**src/rtl/msfcc_pkg.sv**
```systemverilog
package msfcc_pkg;

  localparam logic [24:0] CRC_GEN         = 25'h1FFF409;
  localparam logic [31:0] LONG_LAST_MASK  = 32'hFFFF0000;
  localparam logic [31:0] SHORT_LAST_MASK = 32'hFFFFFF00;
  localparam logic [23:0] MASK24          = 24'hFFFFFF;

  // Downlink formats whose parity is overlaid with the address
  localparam logic [4:0] DF_SHORT_SURV = 5'd0;
  localparam logic [4:0] DF_ALT_REPLY  = 5'd4;
  localparam logic [4:0] DF_ID_REPLY   = 5'd5;

  typedef struct packed {
    logic [31:0] word;
    logic        last_word;
  } in_t;

  typedef struct packed {
    logic        length_ok;
    logic [4:0]  downlink_format;
    logic [23:0] aircraft_address;
    logic        frame_valid;
    logic [23:0] syndrome;
  } out_t;

  // Word class set by the front end
  typedef enum logic [1:0] {
    KIND_MID,
    KIND_LAST_SHORT,
    KIND_LAST_LONG,
    KIND_LAST_BAD
  } kind_t;

  typedef struct packed {
    logic [31:0] word;
    logic        first;
    kind_t       kind;
  } cmd_t;

  // Shift the top nbits of w through the CRC-24 remainder (linear XOR network)
  function automatic logic [23:0] crc_bits(logic [23:0] rem_in, logic [31:0] w,
                                           logic [5:0] nbits);
    logic [24:0] r;
    r = {1'b0, rem_in};
    for (int i = 0; i < 32; i++) begin
      if (6'(i) < nbits) begin
        r = {r[23:0], w[31 - i]};
        if (r[24]) begin
          r = r ^ CRC_GEN;
        end
      end
    end
    return r[23:0];
  endfunction

endpackage

```
**src/rtl/msfcc_front.sv**
```systemverilog
module msfcc_front
  import msfcc_pkg::*;
#(
  parameter int MAX_WORDS = 4
) (
  input  logic clk,
  input  logic rst,
  input  logic in_valid,
  output logic in_ready,
  input  in_t  in_data,
  output logic cmd_valid,
  input  logic cmd_ready,
  output cmd_t cmd
);

  localparam int CW = $clog2(MAX_WORDS + 1);

  logic [CW-1:0] word_count;
  logic [CW-1:0] word_count_next;
  logic          take;

  assign in_ready  = cmd_ready;
  assign cmd_valid = in_valid;
  assign take      = in_valid && cmd_ready;

  // Classify the word by its position in the frame
  always_comb begin
    cmd.word  = in_data.word;
    cmd.first = (word_count == '0);
    if (!in_data.last_word) begin
      cmd.kind = KIND_MID;
    end else if (word_count == CW'(1)) begin
      cmd.kind = KIND_LAST_SHORT;
    end else if (word_count == CW'(3)) begin
      cmd.kind = KIND_LAST_LONG;
    end else begin
      cmd.kind = KIND_LAST_BAD;
    end
  end

  // Saturating word counter, cleared at end of frame
  always_comb begin
    word_count_next = word_count;
    if (take) begin
      if (in_data.last_word) begin
        word_count_next = '0;
      end else if (word_count < CW'(MAX_WORDS)) begin
        word_count_next = word_count + CW'(1);
      end
    end
  end

  always_ff @(posedge clk) begin
    if (rst) begin
      word_count <= '0;
    end else begin
      word_count <= word_count_next;
    end
  end

endmodule

```
**src/rtl/msfcc_fifo.sv**
```systemverilog
module msfcc_fifo
  import msfcc_pkg::*;
(
  input  logic clk,
  input  logic rst,
  input  logic push_valid,
  output logic push_ready,
  input  cmd_t push_data,
  output logic pop_valid,
  input  logic pop_ready,
  output cmd_t pop_data
);

  cmd_t       entries [2];
  logic       wr_ptr;
  logic       rd_ptr;
  logic [1:0] fill;
  logic       do_push;
  logic       do_pop;

  assign push_ready = (fill != 2'd2);
  assign pop_valid  = (fill != 2'd0);
  assign pop_data   = entries[rd_ptr];
  assign do_push    = push_valid && push_ready;
  assign do_pop     = pop_valid && pop_ready;

  // Payload storage
  always_ff @(posedge clk) begin
    if (do_push) begin
      entries[wr_ptr] <= push_data;
    end
  end

  // Pointers and fill level
  always_ff @(posedge clk) begin
    if (rst) begin
      wr_ptr <= 1'b0;
      rd_ptr <= 1'b0;
      fill   <= 2'd0;
    end else begin
      if (do_push) begin
        wr_ptr <= ~wr_ptr;
      end
      if (do_pop) begin
        rd_ptr <= ~rd_ptr;
      end
      if (do_push && !do_pop) begin
        fill <= fill + 2'd1;
      end else if (do_pop && !do_push) begin
        fill <= fill - 2'd1;
      end
    end
  end

endmodule

```
**src/rtl/msfcc_back.sv**
```systemverilog
module msfcc_back
  import msfcc_pkg::*;
(
  input  logic clk,
  input  logic rst,
  input  logic cmd_valid,
  output logic cmd_ready,
  input  cmd_t cmd,
  output logic out_valid,
  input  logic out_ready,
  output out_t out_data
);

  logic [23:0] crc_remainder;
  logic [23:0] crc_remainder_next;
  logic [28:0] fields;
  logic [28:0] fields_next;
  logic [23:0] rem_base;
  logic [28:0] fields_cur;
  logic [23:0] syn;
  logic [4:0]  df;
  logic        take;
  logic        is_last;
  out_t        result;

  assign cmd_ready = !out_valid || out_ready;
  assign take      = cmd_valid && cmd_ready;
  assign is_last   = (cmd.kind != KIND_MID);

  // Frame start restarts the remainder and latches DF and address
  always_comb begin
    rem_base   = cmd.first ? '0 : crc_remainder;
    fields_cur = cmd.first ? {cmd.word[31:27], cmd.word[23:0]} : fields;
    df         = fields_cur[28:24];
  end

  // Remainder update and final syndrome
  always_comb begin
    case (cmd.kind)
      KIND_LAST_SHORT: syn = crc_bits(rem_base, cmd.word & SHORT_LAST_MASK, 6'd24);
      KIND_LAST_LONG:  syn = crc_bits(rem_base, cmd.word & LONG_LAST_MASK, 6'd16);
      default:         syn = crc_bits(rem_base, cmd.word, 6'd32);
    endcase
  end

  // Result fields
  always_comb begin
    result = '0;
    if (cmd.kind == KIND_LAST_SHORT || cmd.kind == KIND_LAST_LONG) begin
      result.length_ok       = 1'b1;
      result.downlink_format = df;
      result.syndrome        = syn;
      if (df == DF_SHORT_SURV || df == DF_ALT_REPLY || df == DF_ID_REPLY) begin
        result.aircraft_address = syn;
        result.frame_valid      = 1'b0;
      end else begin
        result.aircraft_address = fields_cur[23:0] & MASK24;
        result.frame_valid      = (syn == '0);
      end
    end
  end

  always_comb begin
    crc_remainder_next = crc_remainder;
    fields_next        = fields;
    if (take) begin
      if (is_last) begin
        crc_remainder_next = '0;
        fields_next        = '0;
      end else begin
        crc_remainder_next = syn;
        fields_next        = fields_cur;
      end
    end
  end

  always_ff @(posedge clk) begin
    if (rst) begin
      crc_remainder <= '0;
      fields        <= '0;
    end else begin
      crc_remainder <= crc_remainder_next;
      fields        <= fields_next;
    end
  end

  // Output register
  always_ff @(posedge clk) begin
    if (rst) begin
      out_valid <= 1'b0;
    end else if (take && is_last) begin
      out_valid <= 1'b1;
    end else if (out_ready) begin
      out_valid <= 1'b0;
    end
  end

  always_ff @(posedge clk) begin
    if (take && is_last) begin
      out_data <= result;
    end
  end

endmodule

```
**src/rtl/mode_s_frame_crc_check_unit.sv**
```systemverilog
// Path: the frame's last word request is held in a queue entry, then the output
// register, before out_valid rises; an output stall can hold it in the queue.
// Throughput: one word per cycle if out_ready holds; 32-bit parallel CRC-24 update
// in the back end; a 2-entry queue between front and back absorbs short stalls.
// Reset: synchronous active-high rst clears the word counter, queue, CRC remainder
// and output valid; no item is in flight after reset.
module mode_s_frame_crc_check_unit
  import msfcc_pkg::*;
#(
  parameter int MAX_WORDS = 4
) (
  input  logic clk,
  input  logic rst,
  input  logic in_valid,
  output logic in_ready,
  input  in_t  in_data,
  output logic out_valid,
  input  logic out_ready,
  output out_t out_data
);

  logic fr_valid;
  logic fr_ready;
  cmd_t fr_cmd;
  logic bk_valid;
  logic bk_ready;
  cmd_t bk_cmd;

  msfcc_front #(
    .MAX_WORDS(MAX_WORDS)
  ) u_front (
    .clk      (clk),
    .rst      (rst),
    .in_valid (in_valid),
    .in_ready (in_ready),
    .in_data  (in_data),
    .cmd_valid(fr_valid),
    .cmd_ready(fr_ready),
    .cmd      (fr_cmd)
  );

  msfcc_fifo u_fifo (
    .clk       (clk),
    .rst       (rst),
    .push_valid(fr_valid),
    .push_ready(fr_ready),
    .push_data (fr_cmd),
    .pop_valid (bk_valid),
    .pop_ready (bk_ready),
    .pop_data  (bk_cmd)
  );

  msfcc_back u_back (
    .clk      (clk),
    .rst      (rst),
    .cmd_valid(bk_valid),
    .cmd_ready(bk_ready),
    .cmd      (bk_cmd),
    .out_valid(out_valid),
    .out_ready(out_ready),
    .out_data (out_data)
  );

endmodule

```
**config.mk**
```make
export PLATFORM = sky130hd
export DESIGN_NAME = mode_s_frame_crc_check_unit
export DESIGN_NICKNAME = d
export VERILOG_FILES = /design/src/rtl/msfcc_pkg.sv /design/src/rtl/msfcc_front.sv /design/src/rtl/msfcc_fifo.sv /design/src/rtl/msfcc_back.sv /design/src/rtl/mode_s_frame_crc_check_unit.sv
export SDC_FILE = /design/constraint.sdc
export NUM_CORES = 1
export LEC_CHECK = 0
export BUFFER_PORTS_ARGS = -buffer_cell sky130_fd_sc_hd__buf_2
export CAP_MARGIN = 15
export CORE_MARGIN = 1
export CORE_UTILIZATION = 50
export DETAILED_ROUTE_END_ITERATION = 16
export GPL_TIMING_DRIVEN = 1
export PLACE_DENSITY_LB_ADDON = 0.25
export SYNTH_ARGS = -nofsm -noshare
export SYNTH_HDL_FRONTEND = slang
export SYNTH_HIERARCHICAL = 1
export SYNTH_SLANG_ARGS = --single-unit
```
**constraint.sdc**
```tcl
create_clock -name clk -period 9.96 [get_ports clk]
set_input_delay 1.494 -clock clk [delete_from_list [all_inputs] [get_ports clk]]
set_output_delay 1.494 -clock clk [all_outputs]
set_load 0.01 [all_outputs]
```
==> results.sh, run 1 <==
export IMPL_fin_crit_sh_pct=50.33
export IMPL_setup_violations=0
export IMPL_clock_sinks=187
export IMPL_ios=94
export IMPL_cpMostUsedCell="xnor2_1"
export IMPL_die_area_um2=22330
export IMPL_postSynthCellCount=941
export IMPL_vias_per_cell=5.754
export IMPL_outcome="finished clean"
export IMPL_rows=53
export IMPL_die_y_um=149.4
export IMPL_cts_max_path_buffers=2
export IMPL_syn_area_um2=10870
export IMPL_relSlewSlack_pct=24.22
export IMPL_setup_tns_ps=0
export IMPL_synthDistinctLibCells=58
export IMPL_avgRoutedWirePerCell_um=22.39
export IMPL_synth_edff_count=125
export IMPL_place_congestion=0.9311
export IMPL_synthArstFlopShare_pct=0
export IMPL_worst_ep_required_time_ps=10270
export IMPL_track_usage_pct=26.34
export IMPL_synth_ff_latch_count=187
export IMPL_syn_avg_cell_area_um2=11.55
export IMPL_cp_start_kind="flip-flop"
export IMPL_rsz0062_at_grt="false"
export IMPL_layout_common_cells="edfxtp_1 (125), nor2_1 (119), xnor2_1 (107)"
export IMPL_core_area_um2=21150
export IMPL_crit_arrival_ps=5330
export IMPL_grt_pass1_wl_mm=42.33
export IMPL_root_buffer="clkbuf_16"
export IMPL_synth_nets=986
export IMPL_rrSetupSlack_ps=4950
export IMPL_drtIter0Drc=754
export IMPL_synth_ff_type="edfxtp_1"
export IMPL_crit_chain="buf_4 > mux2_2 > inv_1 > nand2_1 > xnor2_1 > xnor3_2 > xor2_2 > xor2_1 > xnor2_1 > o21bai_1 > nor4bb_1 > and4_1"
export IMPL_htreeDepth=4
export IMPL_diodes=0
export IMPL_cts_tree="built"
export IMPL_critical_path_class="reg -> reg"
export IMPL_dpl_hpwl_mm=20.32
export IMPL_crit_path_end_kind="flip-flop"
export IMPL_clock_skew_final_ps=12.39
export IMPL_mostFrequentLayoutCell="edfxtp_1"
export IMPL_grt_pass1_vias=6795
export IMPL_seq_area_frac_synth_pct=45.95
export IMPL_drtPass1Iterations=5
export IMPL_cp_slowest_stage_delay_ps=730
export IMPL_start_util_pct=51.38
export IMPL_portBuffers=93
export IMPL_min_period_ps=5013
export IMPL_drive_gt1_share_pct=21.38
export IMPL_grt_max_degree=63
export IMPL_max_freq_mhz=199.5
export IMPL_cts_resized=0
export IMPL_cp_max_fo=35
export IMPL_nets=1019
export IMPL_antenna_found_initial=0
export IMPL_die_w_um=149.4
export IMPL_drt_wl_total_mm=28.26
export IMPL_ys_warn_count=6
export IMPL_clock_latency_ps=450
export IMPL_numCtsBuffers=17
export IMPL_worstMarginPinSlew_ps=1134
export IMPL_hold_class="reg -> reg"
export IMPL_cts_clk_slew_worst_paths_ps=80
export IMPL_drt_drc_violations_left=0
export IMPL_vias=7261
export IMPL_area_growth_pct=8.945
export IMPL_holdBufCountCts=0
export IMPL_max_cap_violations=0
export IMPL_finalHoldViolCount=0
export IMPL_cts_setup_buffers=0
export IMPL_overflow=0
export IMPL_postRouteAntennaNets=0
export IMPL_slew_violations=0
export IMPL_cp_slowest_cell="xor2_2"
==> Yosys cell counts, types with 5 or more instances <==
| master | instances | area [um^2] |
|---|---|---|
| nand2_1 | 36 | 135.1 |
| buf_4 | 36 | 270.3 |
| xnor2_1 | 107 | 937.2 |
| xnor3_1 | 23 | 518.0 |
| xnor2_2 | 14 | 227.7 |
| a21oi_1 | 20 | 100.1 |
| a21o_1 | 11 | 82.58 |
| dfxtp_1 | 62 | 1241 |
| edfxtp_1 | 125 | 3754 |
| a22o_1 | 6 | 52.55 |
| clkbuf_1 | 38 | 142.6 |
| a211oi_1 | 18 | 135.1 |
| inv_1 | 19 | 71.32 |
| a22oi_1 | 53 | 397.9 |
| nor2_1 | 119 | 446.7 |
| nand3_1 | 12 | 60.06 |
| xor2_1 | 54 | 473.0 |
| mux2i_1 | 31 | 310.3 |
| ha_1 | 8 | 100.1 |
| buf_2 | 10 | 50.05 |
| mux2_2 | 40 | 450.4 |
| and2_1 | 12 | 75.07 |
| xor3_1 | 5 | 118.9 |
| o21ai_0 | 15 | 75.07 |
==> layer usage <==
| layer | GRT usage [%] | share of wire, % |
|---|---|---|
| met5 | 0 | 0 |
| met4 | 10.41 | 3.6 |
| met3 | 4.634 | 7.7 |
| met2 | 38.59 | 44 |
| met1 | 38.55 | 45 |
==> sequential cells by signal, indices dropped and copies added, names as in the netlist, named ones only <==
register              flops
u_fifo/entries           70
u_back/out_data          55
u_back/fields            29
u_back/crc_remainder     24
u_front/word_count        3
u_fifo/fill               2
u_back/out_valid          1
u_fifo/rd_ptr             1
u_fifo/wr_ptr             1
==> through the flow <==
step	hold slack (ps)	cell area [um^2]	cells	utilization, %	worst slack, ps
final	494.4	11840	1262	55.98	4947
after CTS	491.7	11840	1262	55.98	5091
after detailed placement	483.7	11280	1230	53.31	5124
after floorplan	432.4	10870	941	-	6097
after global routing	515.5	11840	1262	55.98	4795
after global placement	483.1	11280	1230	53.31	5158
==> critical path: cells and delay by family (launching register included) <==
family	cells	cell delay (ps)
multiplexers	1	660
flip-flops	1	320
XOR/XNOR	5	2110
buffers and inverters	2	820
AO/OA/AOI/OAI	1	170
AND/OR/NAND/NOR	3	800
==> final timing paths <==
check | cells after the start | end | from
max | 12 | u_back/out_data[24] | flip-flop
min | 2 | u_back/crc_remainder[5] | u_back/crc_remainder[5]
max reg2reg | 12 | u_back/out_data[24] | flip-flop
min reg2reg | 2 | u_back/crc_remainder[5] | u_back/crc_remainder[5]
==> cell type report <==
type	count	area, um^2
clock inverters	15	138.9
fillers	1784	9313
clock buffers	17	425.4
multi-input cells	643	5308
repair buffers	105	555.5
flip-flops and latches	187	4995
well taps	275	344.1
inverters	20	75.07
==> logic make-up (layout without fill, tap and decap cells) <==
kind of cell	count (synthesis)	after routing	synth area share (%)
xor+xnor	214	214	23.16
simple gates	210	210	8.599
flops	187	187	45.95
compound gates	139	139	8.864
buf+inv	111	157	5.399
mux	72	72	7.103
fa+ha+maj	8	8	0.9210
Power of run 1 is not shown: default switching activity piles up to over one toggle a cycle in this logic, so the estimate is an artifact.
==> run 2: changes to the inputs <==
Clock period 9.96 ns to 5.2 ns, I/O delays scaled along.
==> results.sh, run 2 (same netlist as run 1, synthesis figures left out) <==
export IMPL_hold_class="reg -> reg"
export IMPL_largest_register="u_fifo/entries"
export IMPL_mostFrequentLayoutCell="edfxtp_1"
export IMPL_slew_violations=0
export IMPL_holdBufCountCts=0
export IMPL_max_freq_mhz=224.6
export IMPL_largest_reg_flops=70
export IMPL_final_cells=1266
export IMPL_use_met3_pct=5.091
export IMPL_postRouteAntennaNets=0
export IMPL_min_period_ps=4453
export IMPL_cts_setup_buffers=0
export IMPL_dp_cells=1234
export IMPL_drtIter0Drc=880
export IMPL_worstMarginPinSlew_ps=1022
export IMPL_grt_max_degree=63
export IMPL_clock_latency_ps=440
export IMPL_start_util_pct=51.38
export IMPL_cts_resized=0
export IMPL_die_area_um2=22330
export IMPL_avgRoutedWirePerCell_um=22.35
export IMPL_cp_max_fo=6
export IMPL_setup_violations=0
export IMPL_numCtsBuffers=17
export IMPL_crit_path_end_kind="flip-flop"
export IMPL_met2_usage_pct=38.17
export IMPL_grtUsageMet1_pct=38.36
export IMPL_layout_common_cells="edfxtp_1 (125), nor2_1 (119), xnor2_1 (107)"
export IMPL_track_usage_pct=26.41
export IMPL_die_y_um=149.4
export IMPL_clock_sinks=187
export IMPL_die_w_um=149.4
export IMPL_fin_crit_sh_pct=85.63
export IMPL_drt_drc_violations_left=0
export IMPL_rows=53
export IMPL_drtPass1Iterations=6
export IMPL_reg_top3="u_fifo/entries (70), u_back/out_data (55), u_back/fields (29)"
export IMPL_r2r_cells=11
export IMPL_max_cap_violations=0
export IMPL_cts_clk_slew_worst_paths_ps=80
export IMPL_relSlewSlack_pct=31.73
export IMPL_core_area_um2=21150
export IMPL_top_usage_layer="met1"
export IMPL_grt_pass1_wl_mm=42.44
export IMPL_worst_r2r_endpoint="u_back/out_data[24]"
export IMPL_rrSetupSlack_ps=750
export IMPL_clock_skew_final_ps=15.92
export IMPL_min_from="u_back/crc_remainder[5]"
export IMPL_ios=94
export IMPL_drt_wl_total_mm=28.29
export IMPL_vias=7245
export IMPL_outcome="finished clean"
export IMPL_r2r_start="u_back/crc_remainder[21]"
export IMPL_holdPathEnd="u_back/crc_remainder[5]"
export IMPL_area_growth_pct=9.382
export IMPL_root_buffer="clkbuf_16"
export IMPL_cts_tree="built"
export IMPL_cp_start_kind="flip-flop"
export IMPL_min_path_cells=2
export IMPL_finalHoldViolCount=0
export IMPL_grt_pass1_vias=6953
export IMPL_vias_per_cell=5.723
export IMPL_drive_gt1_share_pct=21.59
export IMPL_crit_arrival_ps=4650
export IMPL_dpl_hpwl_mm=20.62
export IMPL_diodes=0
export IMPL_htreeDepth=4
export IMPL_rsz0062_at_grt="false"
export IMPL_cts_max_path_buffers=2
export IMPL_antenna_found_initial=0
export IMPL_portBuffers=93
export IMPL_critical_path_class="reg -> reg"
export IMPL_setup_tns_ps=0
export IMPL_place_congestion=0.9626
export IMPL_overflow=0
export IMPL_nets=1023
export IMPL_worst_ep_required_time_ps=5400
[run 2: cell type report]
class / instances / area, um^2
Inverter: 20 / 75.07
Sequential cell: 187 / 4995
Clock inverter: 14 / 152.6
Fill cell: 1796 / 9265
Timing Repair Buffer: 109 / 585.6
Tap cell: 275 / 344.1
Multi-Input combinational cell: 643 / 5308
Clock buffer: 18 / 429.2
[run 2: per-stage QoR]
stage                     hold slack (ps)  worst slack (ps)  cell area [um^2]  util, %
final                               460.7             747.3             11890    56.20
after global routing                476.9             737.5             11890    56.20
after CTS                           460.3             892.2             11890    56.20
after detailed placement            453.2             936.4             11310    53.45
after global placement              444.2             886.7             11310    53.45
after floorplan                     432.4              1337             10870        -
[run 2: worst max-delay path by stage]
stage | start | end | slack, ps
final | u_back/crc_remainder[21] | u_back/out_data[24] | 750
after global routing | u_back/crc_remainder[21] | u_back/out_data[24] | 740
after CTS | u_back/crc_remainder[17] | u_back/out_data[24] | 890
after detailed placement | u_back/crc_remainder[17] | u_back/out_data[24] | 940
after global placement | u_back/crc_remainder[21] | u_back/out_data[24] | 890
after floorplan | flip-flop | u_back/out_data[24] | 1340
[run 2: worst max-delay path, cell delays in order (launching register included)]
cell and delay, ps:
dfxtp_1 570, xnor3_4 590, xor2_1 470, xnor3_1 440, nor2_1 220, xnor3_1 380, xnor2_1 520, a22o_1 230
nand2_1 120, o21ai_1 350, nor4_1 140, and4_1 180
[run 2: metal layers]
metal / wire length, um / vias up
met1: 12800 / 3527
met2: 12300 / 347
met3: 2227 / 50
li1: - / 3321
met5: 0 / -
met4: 959 / 0
Power of run 2 is left out for the same reason.
==> run 3: changes to the inputs <==
Settings changed: PLACE_DENSITY set to 0.71, PLACE_DENSITY_LB_ADDON 0.25 to not set.
==> results.sh, run 3 (same netlist as run 1, synthesis figures left out) <==
export IMPL_outcome="finished clean"
export IMPL_track_usage_pct=25.58
export IMPL_drt_drc_violations_left=0
export IMPL_rsz0062_at_grt="false"
export IMPL_slew_violations=0
export IMPL_cts_tree="built"
export IMPL_area_growth_pct=9.278
export IMPL_largest_reg_flops=70
export IMPL_fin_crit_sh_pct=83.04
export IMPL_critical_path_class="reg -> reg"
export IMPL_grt_pass1_wl_mm=41.14
export IMPL_relSlewSlack_pct=29.97
export IMPL_cp_slowest_cell="o21ai_0"
export IMPL_antenna_found_initial=0
export IMPL_crit_path_end_kind="flip-flop"
export IMPL_grt_max_degree=63
export IMPL_worst_ep_required_time_ps=5450
export IMPL_worstMarginPinSlew_ps=1048
export IMPL_dpl_hpwl_mm=20.27
export IMPL_nets=1022
export IMPL_fillers=1808
export IMPL_avgRoutedWirePerCell_um=22.04
export IMPL_overflow=0
export IMPL_cp_max_fo=5
export IMPL_place_area_um2=11300
export IMPL_numCtsBuffers=17
export IMPL_cp_num_buf_inv=0
export IMPL_layout_common_cells="edfxtp_1 (125), nor2_1 (119), xnor2_1 (107)"
export IMPL_rows=53
export IMPL_cp_top_family="XOR/XNOR gates"
export IMPL_mostFrequentLayoutCell="edfxtp_1"
export IMPL_clock_latency_ps=440
export IMPL_cp_start_kind="flip-flop"
export IMPL_final_cells=1265
export IMPL_portBuffers=93
export IMPL_clock_skew_final_ps=11.28
export IMPL_die_w_um=149.4
export IMPL_cts_setup_buffers=0
export IMPL_cts_max_path_buffers=2
export IMPL_dp_cells=1233
export IMPL_holdWs_ps=477.0
export IMPL_root_buffer="clkbuf_16"
export IMPL_drt_wl_total_mm=27.88
export IMPL_core_area_um2=21150
export IMPL_hold_class="reg -> reg"
export IMPL_holdBufCountCts=0
export IMPL_die_area_um2=22330
export IMPL_setup_violations=0
export IMPL_finalHoldViolCount=0
export IMPL_diodes=0
export IMPL_vias_per_cell=5.687
export IMPL_reg_top3="u_fifo/entries (70), u_back/out_data (55), u_back/fields (29)"
export IMPL_vias=7194
export IMPL_max_cap_violations=0
export IMPL_drtPass1Iterations=5
export IMPL_fin_area_um2=11880
export IMPL_grt_pass1_vias=6728
export IMPL_min_period_ps=4318
export IMPL_setup_tns_ps=0
export IMPL_crit_arrival_ps=4570
export IMPL_cts_resized=0
export IMPL_ios=94
export IMPL_crit_chain="xnor2_1 > xnor3_1 > xor2_1 > nor2_1 > xnor2_2 > xor2_1 > xnor2_1 > xnor2_1 > o21ai_0 > nor2_1 > a211oi_1"
export IMPL_cpMostUsedCell="xnor2_1"
export IMPL_drive_gt1_share_pct=21.62
export IMPL_clock_sinks=187
export IMPL_drtIter0Drc=629
export IMPL_cp_slowest_stage_delay_ps=700
export IMPL_rrSetupSlack_ps=880
export IMPL_htreeDepth=4
export IMPL_place_congestion=1.017
export IMPL_max_freq_mhz=231.6
export IMPL_start_util_pct=51.38
export IMPL_die_y_um=149.4
export IMPL_cts_clk_slew_worst_paths_ps=70
export IMPL_postRouteAntennaNets=0
export IMPL_largest_register="u_fifo/entries"
==> run 3: area by class of cell <==
cell class                 count  area [um^2]  share of cell area, %
clock buffer                  19        442.9                  3.729
clock inverter                13        135.1                  1.138
inverter                      20        75.07                 0.6320
multi-input combinational    643         5308                  44.69
sequential                   187         4995                  42.05
tap                          275        344.1                  2.897
timing repair buffer         108        578.1                  4.867
==> run 3: path summary, 6_finish.rpt <==
kind	startpoint	endpoint	cells past startpoint
worst min-delay path	u_back/crc_remainder[5]	u_back/crc_remainder[5]	2
worst min register to register	u_back/crc_remainder[5]	u_back/crc_remainder[5]	2
worst max register to register	u_back/crc_remainder[12]	u_back/out_data[40]	11
worst max-delay path	u_back/crc_remainder[12]	u_back/out_data[40]	11
==> run 3: routing by layer <==
metal	up-vias	global-route usage, %	share of wire (%)
li1	3318	-	-
met1	3486	36.04	44
met2	343	37.20	44
met3	47	6.646	9.6
met4	0	10.71	3.2
met5	-	0	0
==> run 3: tightest hold or removal path: cells and delay by family (launching register included) <==
kind / cells / cell delay, ps
AO/OA/AOI/OAI: 1 / 50
flip-flops: 1 / 310
AND/OR/NAND/NOR: 1 / 60
==> run 3: stage by stage <==
stage	worst slack [ps]	utilization, %
4_1_cts	992.6	56.15
6_report	882.0	56.15
3_3_place_gp	961.8	53.42
2_1_floorplan	1337	-
5_1_grt	721.7	56.15
3_5_place_dp	1030	53.42
Power of run 3 is left out for the same reason.
